$ cat config.mk
export PLATFORM = sky130hd
export DESIGN_NAME = traffic_light_with_walk_fsm
export DESIGN_NICKNAME = d
export VERILOG_FILES = /design/src/sv/tlw_pkg.sv /design/src/sv/tlw_cfg.sv /design/src/sv/tlw_step.sv /design/src/sv/traffic_light_with_walk_fsm.sv
export SDC_FILE = /design/constraint.sdc
export NUM_CORES = 1
export LEC_CHECK = 0
export ABC_AREA = 1
export BUFFER_PORTS_ARGS = -buffer_cell sky130_fd_sc_hd__clkbuf_2
export CAP_MARGIN = 20
export CORE_MARGIN = 2
export CORE_UTILIZATION = 35
export CTS_BUF_LIST = sky130_fd_sc_hd__clkbuf_4 sky130_fd_sc_hd__clkbuf_8
export CTS_CLUSTER_SIZE = 28
export DETAILED_ROUTE_END_ITERATION = 7
export GPL_TIMING_DRIVEN = 0
export PLACE_DENSITY = 0.56
export SYNTH_ARGS = -nofsm -noshare
export SYNTH_HDL_FRONTEND = slang
export SYNTH_SLANG_ARGS = --single-unit
export TNS_END_PERCENT = 10
$ cat constraint.sdc
create_clock -name clk -period 5.4 [get_ports clk]
set_input_delay 1.08 -clock clk [delete_from_list [all_inputs] [get_ports clk]]
set_output_delay 1.08 -clock clk [all_outputs]
set_load 0.01 [all_outputs]
$ cat src/sv/tlw_pkg.sv
package tlw_pkg;

	localparam int NUM_REGS  = 6;
	localparam int REG_W     = 12;
	localparam int REG_IDX_W = 3;
	localparam int STATE_W   = 4;

	typedef logic [REG_IDX_W-1:0] reg_idx_t;
	typedef logic [NUM_REGS-1:0][REG_W-1:0] cfg_regs_t;

	localparam reg_idx_t REG_GO       = 3'd0;
	localparam reg_idx_t REG_YELLOW   = 3'd1;
	localparam reg_idx_t REG_PRESS    = 3'd2;
	localparam reg_idx_t REG_WALK     = 3'd3;
	localparam reg_idx_t REG_FLASH    = 3'd4;
	localparam reg_idx_t REG_WALK_END = 3'd5;

	localparam logic [REG_W-1:0] GO_RESET       = 12'd300;
	localparam logic [REG_W-1:0] YELLOW_RESET   = 12'd100;
	localparam logic [REG_W-1:0] PRESS_RESET    = 12'd200;
	localparam logic [REG_W-1:0] WALK_RESET     = 12'd200;
	localparam logic [REG_W-1:0] FLASH_RESET    = 12'd50;
	localparam logic [REG_W-1:0] WALK_END_RESET = 12'd100;

	localparam logic [1:0] WALK_DARK = 2'd0;
	localparam logic [1:0] WALK_DONT = 2'd1;
	localparam logic [1:0] WALK_ON   = 2'd2;

	typedef enum logic [15:0] {
		ST_NORTH_GO     = 16'h0001,
		ST_NORTH_WAIT   = 16'h0002,
		ST_WEST_GO      = 16'h0004,
		ST_WEST_WAIT    = 16'h0008,
		ST_N_PRESS      = 16'h0010,
		ST_N_RELEASE    = 16'h0020,
		ST_W_PRESS      = 16'h0040,
		ST_W_RELEASE    = 16'h0080,
		ST_WALK         = 16'h0100,
		ST_FLASH_1      = 16'h0200,
		ST_FLASH_2      = 16'h0400,
		ST_FLASH_3      = 16'h0800,
		ST_FLASH_4      = 16'h1000,
		ST_FLASH_5      = 16'h2000,
		ST_FLASH_6      = 16'h4000,
		ST_WALK_END     = 16'h8000
	} state_t;

	typedef struct packed {
		logic [5:0]         vehicle_lights;
		logic [1:0]         walk_lights;
		logic [STATE_W-1:0] state_number;
	} lamps_t;

	localparam logic [5:0] VEH_LAMP [16] = '{
		6'h21, 6'h11, 6'h0A, 6'h0C, 6'h21, 6'h11, 6'h0A, 6'h0C,
		6'h09, 6'h09, 6'h09, 6'h09, 6'h09, 6'h09, 6'h09, 6'h09
	};

	localparam logic [1:0] WALK_LAMP [16] = '{
		WALK_DONT, WALK_DONT, WALK_DONT, WALK_DONT,
		WALK_DONT, WALK_DONT, WALK_DONT, WALK_DONT,
		WALK_ON,   WALK_DONT, WALK_DARK, WALK_DONT,
		WALK_DARK, WALK_DONT, WALK_DARK, WALK_DONT
	};

	localparam reg_idx_t DWELL_REG [16] = '{
		REG_GO, REG_YELLOW, REG_GO, REG_YELLOW,
		REG_PRESS, REG_YELLOW, REG_PRESS, REG_YELLOW,
		REG_WALK, REG_FLASH, REG_FLASH, REG_FLASH,
		REG_FLASH, REG_FLASH, REG_FLASH, REG_WALK_END
	};

	function automatic logic [STATE_W-1:0] state_num(input state_t s);
		logic [STATE_W-1:0] n;
		n = '0;
		for (int i = 0; i < 16; i++) begin
			if (s[i]) begin
				n = STATE_W'(i);
			end
		end
		return n;
	endfunction

	// sel: bit2 walk request, bit1 north car, bit0 west car
	function automatic state_t next_state(input state_t s, input logic [2:0] sel);
		state_t n;
		case (s)
			ST_NORTH_GO:   n = sel[2] ? ST_N_PRESS : (sel[1] ? ST_NORTH_WAIT : ST_NORTH_GO);
			ST_NORTH_WAIT: n = ST_WEST_GO;
			ST_WEST_GO:    n = sel[2] ? ST_W_PRESS : (sel[0] ? ST_WEST_WAIT : ST_WEST_GO);
			ST_WEST_WAIT:  n = ST_NORTH_GO;
			ST_N_PRESS:    n = sel[2] ? ST_N_RELEASE : ST_NORTH_GO;
			ST_N_RELEASE:  n = ST_WALK;
			ST_W_PRESS:    n = sel[2] ? ST_W_RELEASE : ST_WEST_GO;
			ST_W_RELEASE:  n = ST_WALK;
			ST_WALK:       n = ST_FLASH_1;
			ST_FLASH_1:    n = ST_FLASH_2;
			ST_FLASH_2:    n = ST_FLASH_3;
			ST_FLASH_3:    n = ST_FLASH_4;
			ST_FLASH_4:    n = ST_FLASH_5;
			ST_FLASH_5:    n = ST_FLASH_6;
			ST_FLASH_6:    n = ST_WALK_END;
			ST_WALK_END:   n = (sel[1:0] == 2'b10) ? ST_WEST_GO : ST_NORTH_GO;
			default:       n = ST_NORTH_GO;
		endcase
		return n;
	endfunction

endpackage

$ cat src/sv/tlw_cfg.sv
module tlw_cfg
	import tlw_pkg::*;
(
	input  logic             clk,
	input  logic             arst_n,
	input  logic             cfg_we,
	input  reg_idx_t         cfg_idx,
	input  logic [REG_W-1:0] cfg_data,
	output cfg_regs_t        regs
);

	cfg_regs_t regs_q;

	always_ff @(posedge clk or negedge arst_n) begin
		if (!arst_n) begin
			regs_q[REG_GO]       <= GO_RESET;
			regs_q[REG_YELLOW]   <= YELLOW_RESET;
			regs_q[REG_PRESS]    <= PRESS_RESET;
			regs_q[REG_WALK]     <= WALK_RESET;
			regs_q[REG_FLASH]    <= FLASH_RESET;
			regs_q[REG_WALK_END] <= WALK_END_RESET;
		end else if (cfg_we) begin
			case (cfg_idx)
				REG_GO:       regs_q[REG_GO]       <= cfg_data;
				REG_YELLOW:   regs_q[REG_YELLOW]   <= cfg_data;
				REG_PRESS:    regs_q[REG_PRESS]    <= cfg_data;
				REG_WALK:     regs_q[REG_WALK]     <= cfg_data;
				REG_FLASH:    regs_q[REG_FLASH]    <= cfg_data;
				REG_WALK_END: regs_q[REG_WALK_END] <= cfg_data;
				default:      ;
			endcase
		end
	end

	assign regs = regs_q;

endmodule

$ cat src/sv/tlw_step.sv
module tlw_step
	import tlw_pkg::*;
(
	input  state_t           state,
	input  logic [REG_W-1:0] dwell,
	input  logic [2:0]       sel,
	input  cfg_regs_t        regs,
	output lamps_t           lamps,
	output state_t           state_nxt,
	output logic [REG_W-1:0] dwell_nxt
);

	logic [STATE_W-1:0] num;
	logic [REG_W-1:0]   limit;
	logic [REG_W:0]     elapsed;
	logic               done;

	always_comb begin
		num     = state_num(state);
		limit   = regs[DWELL_REG[num]];
		elapsed = {1'b0, dwell} + (REG_W+1)'(1);
		// a zero limit also ends the dwell on the first tick
		done    = elapsed >= {1'b0, limit};

		lamps.vehicle_lights = VEH_LAMP[num];
		lamps.walk_lights    = WALK_LAMP[num];
		lamps.state_number   = num;

		state_nxt = done ? next_state(state, sel) : state;
		dwell_nxt = done ? '0 : elapsed[REG_W-1:0];
	end

endmodule

$ cat src/sv/traffic_light_with_walk_fsm.sv
// Each accepted input goes into the input register, then into the result register; the result
// register is loaded only when it is empty or its current result is being accepted.
// Throughput: one item per cycle; the result register lets the next item in while
// the current result waits, and a stalled output holds the input register.
// Reset (arst_n low, asynchronous): north go, dwell count zero, dwell registers at
// their defaults, both pipeline stages empty.
module traffic_light_with_walk_fsm
	import tlw_pkg::*;
(
	input  logic             clk,
	input  logic             arst_n,
	input  logic             s_tvalid,
	output logic             s_tready,
	input  logic [7:0]       s_tdata,   // [1:0] car_sensors, [2] walk_request, [7:3] zero
	output logic             m_tvalid,
	input  logic             m_tready,
	output logic [15:0]      m_tdata,   // [5:0] vehicle_lights, [7:6] walk_lights,
	                                    // [11:8] state_number, [15:12] zero
	input  logic             cfg_we,
	input  reg_idx_t         cfg_idx,
	input  logic [REG_W-1:0] cfg_data
);

	logic             valid_s1;
	logic [2:0]       sel_s1;
	logic             m_valid_q;
	lamps_t           lamps_q;
	state_t           state_q;
	logic [REG_W-1:0] dwell_q;

	cfg_regs_t        regs;
	lamps_t           lamps;
	state_t           state_nxt;
	logic [REG_W-1:0] dwell_nxt;
	logic             take;

	tlw_cfg u_cfg (
		.clk      (clk),
		.arst_n   (arst_n),
		.cfg_we   (cfg_we),
		.cfg_idx  (cfg_idx),
		.cfg_data (cfg_data),
		.regs     (regs)
	);

	tlw_step u_step (
		.state     (state_q),
		.dwell     (dwell_q),
		.sel       (sel_s1),
		.regs      (regs),
		.lamps     (lamps),
		.state_nxt (state_nxt),
		.dwell_nxt (dwell_nxt)
	);

	assign take     = valid_s1 && (!m_valid_q || m_tready);
	assign s_tready = !valid_s1 || take;

	always_ff @(posedge clk or negedge arst_n) begin
		if (!arst_n) begin
			valid_s1  <= 1'b0;
			m_valid_q <= 1'b0;
			state_q   <= ST_NORTH_GO;
			dwell_q   <= '0;
		end else begin
			if (s_tvalid && s_tready) begin
				valid_s1 <= 1'b1;
			end else if (take) begin
				valid_s1 <= 1'b0;
			end
			if (take) begin
				m_valid_q <= 1'b1;
				state_q   <= state_nxt;
				dwell_q   <= dwell_nxt;
			end else if (m_tready) begin
				m_valid_q <= 1'b0;
			end
		end
	end

	always_ff @(posedge clk) begin
		if (s_tvalid && s_tready) begin
			sel_s1 <= s_tdata[2:0];
		end
		if (take) begin
			lamps_q <= lamps;
		end
	end

	assign m_tvalid = m_valid_q;
	assign m_tdata  = {4'b0, lamps_q.state_number, lamps_q.walk_lights,
		lamps_q.vehicle_lights};

endmodule

# == Word-level counts from Yosys, hierarchy flattened ==
# Memories as Yosys holds them, arrays and structs flattened. A register that Yosys moved wholly into a read port is not among the register bits.
# Index checks and enable logic that the tools add are counted.
# op_classes
muxes,32
addsub,1
multipliers,0
n_reduce_logical,17
n_lt_le_gt_ge,3
eq_ne,21
n_div,0
bitwise,1
shift,0
# ops
cell,count
$pmux W16 S14,1
$bmux W12 S3,1
$mux W4,9
$mux W16,2
$mux W12,2
$mux W3,7
$eq A16 B1 Y1 const B,1
$eq A16 B10 Y1 const B,1
$eq A16 B11 Y1 const B,1
$eq A16 B12 Y1 const B,1
$eq A16 B13 Y1 const B,1
$eq A16 B14 Y1 const B,1
$eq A16 B15 Y1 const B,1
$eq A16 B16 Y1 const B,1
$eq A16 B2 Y1 const B,1
$eq A16 B3 Y1 const B,1
$eq A16 B5 Y1 const B,1
$eq A16 B6 Y1 const B,1
$eq A16 B7 Y1 const B,1
$eq A16 B8 Y1 const B,1
$eq A16 B9 Y1 const B,1
$reduce_and A2 Y1,7
$add A12 B1 Y13 const B,1
$ge A13 B12 Y1,1
17 further kinds,29
# totals
n_memories,3
output_inout_bits,18
rom_bits,176
word_cells,90
ramBits,0
latch_bits,0
ff_bits,109
inputBits,28
# memory_table
name,words,width,read_ports,rd_clocked_by_memory_dff,wr,line,rtl
(no name shown),16,6,1,1,0,tlw_step.sv:25,lamps.vehicle_lights = VEH_LAMP[num];
(no name shown),16,3,1,0,0,tlw_step.sv:20,limit = regs[DWELL_REG[num]];
(no name shown),16,2,1,1,0,tlw_step.sv:26,lamps.walk_lights = WALK_LAMP[num];

# == Longest topological paths before layout ==
# Gate-level depths: netlist of run 1.
# logic_depth
word_depth,23
depth_mapped,27
mapped_depth_nobuf,26

# == By module ==
# Synthesis of run 1 repeated with hierarchy kept, for this count alone.
# hier_totals
cells_unflattened,927
area_unflattened_um2,6960.4
# modules_own_cells
mod,cells_per_inst,area_per_inst_um2,instances,seq_area_each_um2
tlw_cfg,327,2934.1,1,1825.5
tlw_step,448,2328.5,1,0.0
traffic_light_with_walk_fsm,152,1697.9,1,1202.4

# == Worst setup path before layout of run 1 ==
# OpenSTA, ideal clock, no wires.
# synth_timing
path_type,reg-to-reg
startpoint,register state_q[14]
endpoint,register state_q[2]
required_ns,5.274
synth_period_minus_slack_ns,2.940
path_slack_ns,2.460
arrival_ns,2.814
path_buffers,2
path_stages_with_launch,24
setup_ns,0.126
cell_sequence,dfrtp_1 > nor2_2 > nand2_2 > nor2_8 > inv_4 > nand2_2 > nand3_4 > nand2_4 > buf_6 > nand2_1 > nand3_1 > nand2_1 > nand2_1 > nand2_1 > ha_1 > a21oi_1 > nor2_1 > a211oi_1 > nor2_1 > nor2_1 > nand3_1 > nand2_2 > buf_2 > o21ai_0
# synth_lines
element,line,rtl
from (decl),traffic_light_with_walk_fsm.sv:28,state_t state_q;
from (signal assigned),traffic_light_with_walk_fsm.sv:73,state_q <= state_nxt;

# == Worst setup path after layout of run 1 ==
# layout_timing
startpoint,register state_q[6]
endpoint,register state_q[10]
# layout_between
elab_chain_len,18
word_cells_on_any_way,35
classes_between,order compare: 1; eq/ne: 15; mux: 15; bitwise: 1; reduce/logical: 2; memory: 1
# layout_rtl
element,line,rtl
$mux W3 (2 in series),tlw_pkg.sv:77,if (s[i]) begin
$mux W4 (8 in series),tlw_pkg.sv:77,
$not A4 Y5 (implied by the code),tlw_step.sv:20,
$mem_v2 Z16 W3,n/a,
$mux W3 (implied by the code) (2 in series),tlw_step.sv:20,
$bmux W12 S3,tlw_step.sv:20,
$mux W12 (implied by the code),tlw_step.sv:20,
$ge A13 B12 Y1,tlw_step.sv:23,"done = elapsed >= {1'b0, limit};"
$reduce_and A2 Y1 (no line),n/a,
# Parallel ways exist; a longest one is shown, timed or not. The select of a mux whose other input is x is not followed.
# A chain may end at the register's enable or synchronous reset.

==> qor.csv, run 1 <==
metric,value,unit
Final nets,890,
RSZ-0062 raised after global routing,no,
CORE AREA,0.0173,mm2
Synth Warn #,0,
Crit Reg-Reg Endpoint,state_q[10],
Final Skew,9.92,ps
clock buffer depth,2,
crit path DAT,4260,ps
final worst-path cycle share,0.724,
number of CTS-inserted buffers,17,
GRT Residual Overflow,0,
Worst Hold Depth,2,
setup TNS,0,ps
CP Capture Type,register,
worst r2r src,state_q[6],
Resize count post-CTS,0,
R2R Setup Slk,1490,ps
"Req. time, crit path",5750,ps
Final Worst Setup Slack,1490,ps
max-cap violations,0,
"Async S/R FF share, synth",0.872,
"Reg clk slew, reported paths",70,ps
die height,137,um
initial antenna violation count,0,
Max H-tree Level,4,
fillcell total,1797,
Setup Buffers After CTS,0,
WL/cell,14.4,um
Post-synth EDFFs,15,
CP peak stage delay,440,ps
Antenna Cells,0,
Worst-Skew Late Latency,450,ps
Crit Path Class,reg2reg,
Clock Sinks,117,
fraction of layout cells with a size suffix above 1,0.155,
WL final,15700,um
pre-CTS setup slack,1510,ps
root buffer cell,clkbuf_8,
Hold Path Origin,u_cfg.regs[21],
register area share after synthesis,0.488,
port bufs,36,
Final HPWL DP,11000,um
top cell type's share of synthesized area,0.331,
CP cell instances,nor2_1 -> nand3_1 -> nand2_1 -> nand2_1 -> nand2_1 -> nand2_1 -> nand2_2 -> nand2_1 -> a21oi_2 -> inv_1 -> buf_2 -> a21oi_1 -> ha_1 -> nand2_1 -> nor2_1 -> a211oi_1 -> nor2_1 -> nor2_1 -> nand3_1 -> nand2_2 -> buf_2 -> nand2_1 -> o21ai_0,
worst hold path endpoint,u_cfg.regs[21],
area of the multi-input gates,0.00262,mm2
post-synthesis cell count,791,
met2 WL,7170,um
Max VDD drop,0.269,mV
Top-Level Pins,46,
Initial Util,0.359,
status,finished clean,
DR top layer,met4,
die width,137,um
"Avg Cell Area, Syn",7.85,um2
post-synthesis register bit count,117,
WL met1,7560,um
Worst-Margin Slew,1020,ps
Area contributors post-synth,"dfrtp_1 33%, nand2_1 14%, dfstp_2 8.5%",
number of DRC markers in iteration 0,307,
# rows,48,
Max Clk Rate,256,MHz
fin util,0.410,
minimum clock period,3910,ps
via count,5196,
Layout area overhead,14.2,%
Critical Path Source Type,register,
CP max-delay cell,dfrtp_1,
CP max FO,10,
DR pass1 iterations,5,
Routed Antenna Nets,0,
WL met3,710,um
GPL Wtd Cong,0.821,
Post-synth top cells,"232 x nand2_1, 101 x inv_1, 98 x o21ai_0, 82 x dfrtp_1, 59 x nand3_1",
drt via density,4.78,
All-Layer GR Usage,0.181,
final setup vio count,0,
"Top FF cell, synth",dfrtp_1,
CTS tree,yes,
Slew headroom,0.321,
Mapped Area,0.00621,mm2
cell taking the most area after synthesis,dfrtp_1,
PwrDens,625,mW/mm2
largest net degree at the start of global routing,103,
"count leader, synth",nand2_1,
Lkg Pwr,3.51,nW
drt drc,0,
Seq. cell area,0.00303,mm2
vias in the first global route,4950,
worst hold-check path type,reg2reg,
"Hold Vio Cnt, Final",0,
global-route wire length before repair,25800,um
Die ar.,0.0188,mm2
path depth of the worst reg2reg path,23,
hold buffers post-CTS,0,
"Slew Viols, Final",0,
Critical Path Most Common Cell,nand2_1,
Synth cell types,40,
-- how the worst max path moves through the flow --
stage | slack (ps) | to | cells past startpoint | from
finish | 1490 | state_q[10] | 23 | state_q[6]
global route | 1100 | state_q[9] | 24 | state_q[1]
CTS | 1480 | state_q[9] | 23 | state_q[6]
detailed placement | 1510 | state_q[9] | 23 | state_q[6]
global placement | 1530 | state_q[14] | 23 | state_q[6]
floorplan | 2460 | state_q[2] | 23 | state_q[14]
-- registers in the layout, indices dropped and copies added (netlist names) --
name / flops
u_cfg.regs: 72
m_tdata: 12
sel_s1: 3
dwell_q: 12
valid_s1: 1
state_q: 16
m_tvalid: 1
-- report_power, final --
part	switching [mW]	internal, mW
sequential	0.111	1.13
combinational	1.55	0.818
clock	0.367	0.456
-- cell usage in the layout, fill, tap and decap left out, types with 2 or more instances in the layout --
master,instances
nor3_1,12
nand2_2,7
xor2_1,8
buf_4,7
nand3_1,59
clkbuf_8,18
bufinv_16,3
o21ai_0,98
clkinv_2,5
buf_6,3
inv_4,2
dfstp_2,20
a21oi_2,4
inv_2,3
clkinvlp_4,4
nand2_1,232
clkbuf_2,35
a211oi_1,2
inv_1,101
ha_1,13
a21oi_1,9
nand4_1,12
nor2_2,6
edfxtp_1,15
buf_2,6
conb_1,4
dfrtp_1,82
o22ai_1,7
nor2_1,50
clkbuf_1,16
nor3_2,3
-- logic make-up (layout without fill, tap and decap cells) --
family	count (synthesis)	in the layout	synth area share
AND/OR/NAND/NOR	388	388	0.271
XOR/XNOR	9	9	0.0127
buffers and inverters	137	205	0.0923
adder cells (fa/ha/maj)	13	13	0.0262
other	1	4	0.000604
AO/OA/AOI/OAI	126	126	0.109
flip-flops	117	117	0.488
-- layout make-up --
class / count / area share
Inverter: 105 / 0.0559
Sequential cell: 117 / 0.427
Multi-Input combinational cell: 540 / 0.369
Clock buffer: 18 / 0.0341
Tap cell: 225 / 0.0397
Clock inverter: 14 / 0.0226
Buffer: 32 / 0.0249
Timing Repair Buffer: 36 / 0.0267
-- routing by layer --
metal / track usage / up-vias
li1: - / 2652
met1: 0.251 / 2422
met2: 0.282 / 108
met3: 0.0381 / 14
met4: 0.0573 / 0
met5: 0 / -
-- critical path, delay by kind of cell (launching register included) --
family / cells / cell delay (ps)
buf+inv: 3 / 690
fa+ha+maj: 1 / 300
compound gates: 4 / 870
simple gates: 15 / 1500
flops: 1 / 440
-- per-stage QoR --
step | hold WS [ps] | cells | total power, mW | area (um2)
2_1_floorplan | 448 | 794 | 2.96 | 6220
3_3_place_gp | 461 | 1055 | 3.62 | 6680
3_5_place_dp | 468 | 1055 | 3.63 | 6690
4_1_cts | 488 | 1087 | 4.47 | 7090
5_1_grt | 508 | 1087 | 4.85 | 7090
6_report | 482 | 1087 | 4.43 | 7090
(Power assumes the default switching activity.)
==> run 2: changes to the inputs <==
ABC_AREA = 0   (was 1)
PLACE_DENSITY = 0.58   (was 0.56)
clock period = 3.2 ns   (was 5.4 ns; I/O delays follow)
==> run 2 against run 1 <==
The flow now finishes with violations (negative setup slack); wire length grew 4.3%; hold slack got worse by 150 ps; clock power increased by 60%; register-to-register slack got worse by 2300 ps; critical path depth fell by 9; worst setup slack worse by 2300 ps.
==> qor.csv, run 2 <==
metric,value,unit,change
"Req. time, crit path",3510,ps,-2240 ps
"Reg clk slew, reported paths",70,ps,about the same
root buffer cell,clkbuf_8,,
Critical Path Source Type,register,,
CTS tree,yes,,
drt drc,0,,unchanged
Largest register FFs,72,,unchanged
mux contribution to synthesized area,0.153,,+0.153
initial antenna violation count,0,,unchanged
number of DRC markers in iteration 0,383,,+25%
"Hold Vio Cnt, Final",0,,unchanged
DR pass1 iterations,5,,unchanged
CP Capture Type,register,,
Top-Level Pins,46,,unchanged
Layout area overhead,23.3,%,
vias in the first global route,5007,,+1.2%
max-cap violations,0,,unchanged
port bufs,36,,unchanged
Routed Antenna Nets,0,,unchanged
"Slew Viols, Final",0,,unchanged
"commonest non-fill, non-tap cell in the layout",dfrtp_1,,
final worst-path cycle share,1.24,,+0.519
Final HPWL DP,11000,um,+0.26%
Initial Util,0.354,,-0.00461
Slew headroom,0.394,,+0.0730
post-synthesis adder-cell area fraction,0.0258,,-0.000380
PwrDens,1010,mW/mm2,+61%
Worst Setup SP,state_q[9],,
top cell type's share of synthesized area,0.326,,-0.00480
Mapped Area,0.00630,mm2,+1.5%
fraction of layout cells with a size suffix above 1,0.409,,+0.254
largest family of logic cells by synthesized area,simple AND/OR/NAND/NOR gates,,
"Async S/R FF share, synth",0.872,,unchanged
Synth Area in Simple Gates,0.169,,-0.102
via count,4838,,-6.9%
"count leader, synth",dfrtp_1,,
clock buffer depth,2,,unchanged
Max H-tree Level,4,,unchanged
Max VDD drop,0.410,mV,+53%
register area share after synthesis,0.481,,-0.00708
Worst-Margin Slew,904,ps,-114 ps
Post-synth top cells,"82 x dfrtp_1, 80 x mux2_2, 47 x nand2_1, 40 x nor2_1, 26 x o21ai_0",,
Worst-Skew Late Latency,440,ps,about the same
GPL Wtd Cong,0.846,,+3.1%
Post-synth EDFFs,15,,unchanged
die width,138,um,+0.71%
global-route wire length before repair,26700,um,+3.6%
Area contributors post-synth,"dfrtp_1 33%, mux2_2 14%, dfstp_2 8.3%",,
CP max FO,9,,-1
CORE AREA,0.0178,mm2,+2.8%
final setup vio count,28,,+28
Final Worst Setup Slack,-776,ps,-2270 ps
RSZ-0062 raised after global routing,yes,,
worst r2r src,state_q[9],,
cell taking the most area after synthesis,dfrtp_1,,
largest net degree at the start of global routing,58,,-44%
All-Layer GR Usage,0.177,,-0.00412
Synth cell types,74,,+85%
XOR/XNOR share of the synthesized area,0.0195,,+0.00677
Total Power,7.80,mW,+76%
worst hold-check path type,in2async,,
status,"finished, violations left",,
post-synthesis cell count,575,,-27%
Max Clk Rate,252,MHz,-1.7%
"Top FF cell, synth",dfrtp_1,,
"Avg Cell Area, Syn",11.0,um2,+40%
# rows,49,,+2.1%
complex-gate fraction of the synthesized area,0.108,,-0.00159
Die ar.,0.0191,mm2,+1.4%
post-synthesis register bit count,117,,unchanged
Final nets,700,,-21%
failing checks,negative setup slack,,
WL final,16300,um,+4.3%
die height,138,um,+0.71%
crit path DAT,4290,ps,+30 ps
Lkg Pwr,3.32,nW,-5.6%
Clock Sinks,117,,unchanged
Synth Warn #,0,,unchanged
Crit Path Class,reg2reg,,
placed inst area,0.00687,mm2,+2.7%
WL/cell,18.1,um,+26%
number of CTS-inserted buffers,17,,unchanged
drt via density,5.37,,+12%
Final Skew,14.4,ps,+4.44 ps
pre-CTS setup slack,-1340,ps,-2840 ps
most frequent cells in the layout,"79 x dfrtp_1, 70 x mux2_2, 45 x nand2_1",,
Finished Cell Area,0.00776,mm2,+9.5%
GRT Residual Overflow,0,,unchanged
Antenna Cells,0,,unchanged
minimum clock period,3980,ps,+68.7 ps
## run 2: metrics by stage
| stage | cells | utilization | setup TNS [ps] | hold slack [ps] |
|---|---|---|---|---|
| 2_1_floorplan | 578 | - | -11340 | 344 |
| 3_3_place_gp | 843 | 0.384 | -33750 | 480 |
| 3_5_place_dp | 844 | 0.386 | -33120 | 486 |
| 4_1_cts | 895 | 0.428 | -17740 | 349 |
| 5_1_grt | 901 | 0.437 | -23380 | 358 |
| 6_report | 901 | 0.437 | -18960 | 337 |
## run 2: what timing repair did
| item | in CTS | in global routing |
|---|---|---|
| hold buffers | 0 | 0 |
| hold endpoints to repair | 0 | 0 |
| setup endpoints to repair | 28 | 28 |
| pin swaps | 14 | 6 |
| cloned | 0 | 0 |
| resized for setup | 46 | 17 |
| setup buffers | 19 | 5 |
## run 2: power breakdown
group / leakage, nW / total, mW / internal [mW] / switching, mW
Combinational: 1.75 / 4.33 / 1.96 / 2.37
Clock: 0.202 / 1.32 / 0.732 / 0.588
Sequential: 1.37 / 2.15 / 1.93 / 0.225
Total: 3.32 / 7.80 / 4.62 / 3.18
## run 2: worst paths after layout
| kind | endpoint | slack (ps) | cells past startpoint |
|---|---|---|---|
| worst max-delay path | state_q[9] | -780 | 14 |
| worst min-delay path | state_q[12] | 340 | 1 |
| max in group asynchronous | u_cfg.regs[52] | 2060 | 2 |
| min in group clk | sel_s1[0] | 370 | 1 |
| worst min register to register | u_cfg.regs[3] | 500 | 2 |
| worst max register to register | state_q[9] | -780 | 14 |
## run 2: logic make-up after synthesis
| group | after synthesis |
|---|---|
| DFF | 117 |
| and+or+nand+nor | 200 |
| muxes | 85 |
| buffers and inverters | 53 |
| AOI/OAI and AO/OA | 92 |
| adders and majority gates | 13 |
| other | 1 |
| xor gates and xnor gates | 14 |
## run 2: routing by layer
| layer | global-route usage | wire (um) | part of all wire |
|---|---|---|---|
| met4 | 0.0607 | 350 | 0.021 |
| met1 | 0.240 | 7650 | 0.47 |
| met5 | 0 | 0 | 0 |
| met3 | 0.0374 | 646 | 0.040 |
| met2 | 0.283 | 7680 | 0.47 |
## run 2: cell type report
| cell class | instances | area [um2] |
|---|---|---|
| fillers | 1676 | 10000 |
| repair buffers | 62 | 442 |
| flip-flops and latches | 117 | 3030 |
| clock buffers | 27 | 328 |
| clock inverters | 5 | 52.6 |
| well taps | 229 | 287 |
| inverters | 20 | 92.6 |
| multi-input cells | 408 | 3290 |
| plain buffers | 33 | 241 |
## run 2: worst max-delay path: stages (launching register included)
cell and delay (ps):
dfrtp_2 450, or4_4 570, buf_6 140, o311ai_4 290, nand3_4 150, or4_4 590
a2bb2oi_4 180, ha_4 300, nand3_4 80, a21oi_2 160, a211oi_2 80, o21ai_2 300
nand2_4 110, buf_12 160, mux2_4 300
==> run 3: changes to the inputs <==
PLACE_DENSITY = 0.56   (was 0.58)
clock period = 4.02 ns   (was 3.2 ns; I/O delays follow)
==> run 3 against run 2 <==
The run now ends clean; via count rose by 0.41%; utilization barely moved; final area rose by 0.11%; critical path depth rose by 3; first-iteration DRC count fell by 6.8%; sequential share of layout area fell by 0.060 points; count of clock-buffer cells in the layout fell by 7; maximum frequency rose by 1.0%; global-route usage barely moved; clock skew fell by 1.0 ps; clock power fell by 19%; critical path type unchanged; critical endpoint is now state_q[11]; highest routed layer unchanged.
==> qor.csv, run 3 (same netlist as run 2, synthesis figures left out) <==
metric,value,unit,change
port bufs,36,,unchanged
CP Capture Type,register,,
Critical Path Source Type,register,,
die height,138,um,unchanged
"commonest non-fill, non-tap cell in the layout",dfrtp_1,,
number of CTS-inserted buffers,17,,unchanged
clock buffer depth,2,,unchanged
GRT Residual Overflow,0,,unchanged
CP cell instances,buf_4 -> nor4_4 -> nand3b_4 -> or4_4 -> buf_4 -> buf_6 -> nand2_1 -> o21ai_0 -> a2bb2oi_4 -> ha_4 -> a21oi_4 -> o21ai_2 -> a211oi_2 -> o21ai_2 -> nand2_2 -> buf_6 -> mux2_4,,
Hold Slack,431,ps,+94.3 ps
number of DRC markers in iteration 0,357,,-6.8%
global-route wire length before repair,26400,um,-1.3%
Max Clk Rate,254,MHz,+1.0%
initial antenna violation count,0,,unchanged
All-Layer GR Usage,0.177,,about the same
"Hold Vio Cnt, Final",0,,unchanged
Seq. cell area,0.00303,mm2,about the same
"Req. time, crit path",4350,ps,+840 ps
WL/cell,18.3,um,+0.87%
Layout area overhead,23.4,%,
pre-CTS setup slack,-931,ps,+407 ps
status,finished clean,,
WL final,16500,um,+0.98%
Worst-Skew Late Latency,450,ps,about the same
CORE AREA,0.0178,mm2,unchanged
Final Worst Setup Slack,84.5,ps,+861 ps
"Slew Viols, Final",0,,unchanged
Max VDD drop,0.309,mV,-25%
Crit Path Class,reg2reg,,
root buffer cell,clkbuf_8,,
fraction of layout cells with a size suffix above 1,0.425,,+0.0157
drt via density,5.39,,+0.30%
minimum clock period,3940,ps,-40.5 ps
fillcell total,1727,,+3.0%
Final Skew,13.4,ps,-1.00 ps
worst hold-check path type,in2async,,
vias in the first global route,4881,,-2.5%
largest net degree at the start of global routing,103,,+78%
via count,4858,,+0.41%
Final HPWL DP,10900,um,-0.77%
crit path DAT,4260,ps,-30 ps
Lkg Pwr,3.30,nW,-0.46%
Clock Sinks,117,,unchanged
DR pass1 iterations,6,,+1
drt drc,0,,unchanged
Die ar.,0.0191,mm2,unchanged
"Reg clk slew, reported paths",70,ps,about the same
final worst-path cycle share,0.979,,-0.264
Slew headroom,0.280,,-0.114
Worst-Margin Slew,1080,ps,+176 ps
setup TNS,0,ps,+18960 ps
max-cap violations,0,,unchanged
CP peak stage delay,540,ps,-50 ps
die width,138,um,unchanged
PwrDens,819,mW/mm2,-19%
Top-Level Pins,46,,unchanged
most frequent cells in the layout,"80 x dfrtp_1, 69 x mux2_2, 45 x nand2_1",,
area of the multi-input gates,0.00332,mm2,+0.84%
Initial Util,0.354,,unchanged
Final nets,701,,+0.14%
Largest register FFs,72,,unchanged
RSZ-0062 raised after global routing,yes,,
Max H-tree Level,4,,unchanged
Antenna Cells,0,,unchanged
CTS tree,yes,,
Routed Antenna Nets,0,,unchanged
CP max FO,10,,+1
final setup vio count,0,,-100%
CP max-delay cell,or4_4,,
# rows,49,,unchanged
GPL Wtd Cong,0.821,,-3.0%
## run 3: power breakdown
group | internal [mW] | switching, mW
clock network | 0.571 | 0.498
logic | 1.63 | 1.95
registers | 1.53 | 0.183
## run 3: path summary, 6_finish.rpt
check / start / end / slack [ps] / depth (start not counted)
max in group asynchronous: arst_n / state_q[12] / 2970 / 1
max: state_q[13] / state_q[11] / 80 / 17
min reg2reg: valid_s1 / m_tvalid / 500 / 1
min in group clk: valid_s1 / m_tvalid / 500 / 1
min: arst_n / state_q[13] / 430 / 1
max reg2reg: state_q[13] / state_q[11] / 80 / 17
## run 3: cell type report
type | instances | area share
Timing Repair Buffer | 65 | 0.0578
Sequential cell | 117 | 0.390
Tap cell | 229 | 0.0369
Inverter | 20 | 0.0119
Multi-Input combinational cell | 408 | 0.427
Buffer | 31 | 0.0272
Clock buffer | 20 | 0.0330
Clock inverter | 12 | 0.0166
## run 3: through the flow
stage	total power, mW	std cells	util	area, um2
3_5_place_dp	4.36	843	0.382	6790
2_1_floorplan	3.56	578	-	6310
5_1_grt	6.76	902	0.437	7770
3_3_place_gp	4.31	843	0.381	6780
6_report	6.37	902	0.437	7770
4_1_cts	5.92	892	0.424	7540
## run 3: critical path: cells and delay by family (launching register included)
family / cells / cell delay (ps)
AND/OR/NAND/NOR: 5 / 1260
AO/OA/AOI/OAI: 6 / 1000
buffers and inverters: 4 / 620
flip-flops: 1 / 390
multiplexers: 1 / 310
adder cells (fa/ha/maj): 1 / 240
## run 3: timing repair
item,in CTS,in global routing
pin swaps,16,23
setup endpoints to repair,28,27
buffers inserted,16,13
hold buffers,0,0
cloned,1,0
resized for setup,51,48
## run 3: layer usage
layer	wire length, um	GRT usage	vias up
met5	0	0	-
met4	294	0.0650	0
met3	728	0.0423	26
met2	7780	0.280	142
met1	7690	0.238	2425
li1	-	-	2265
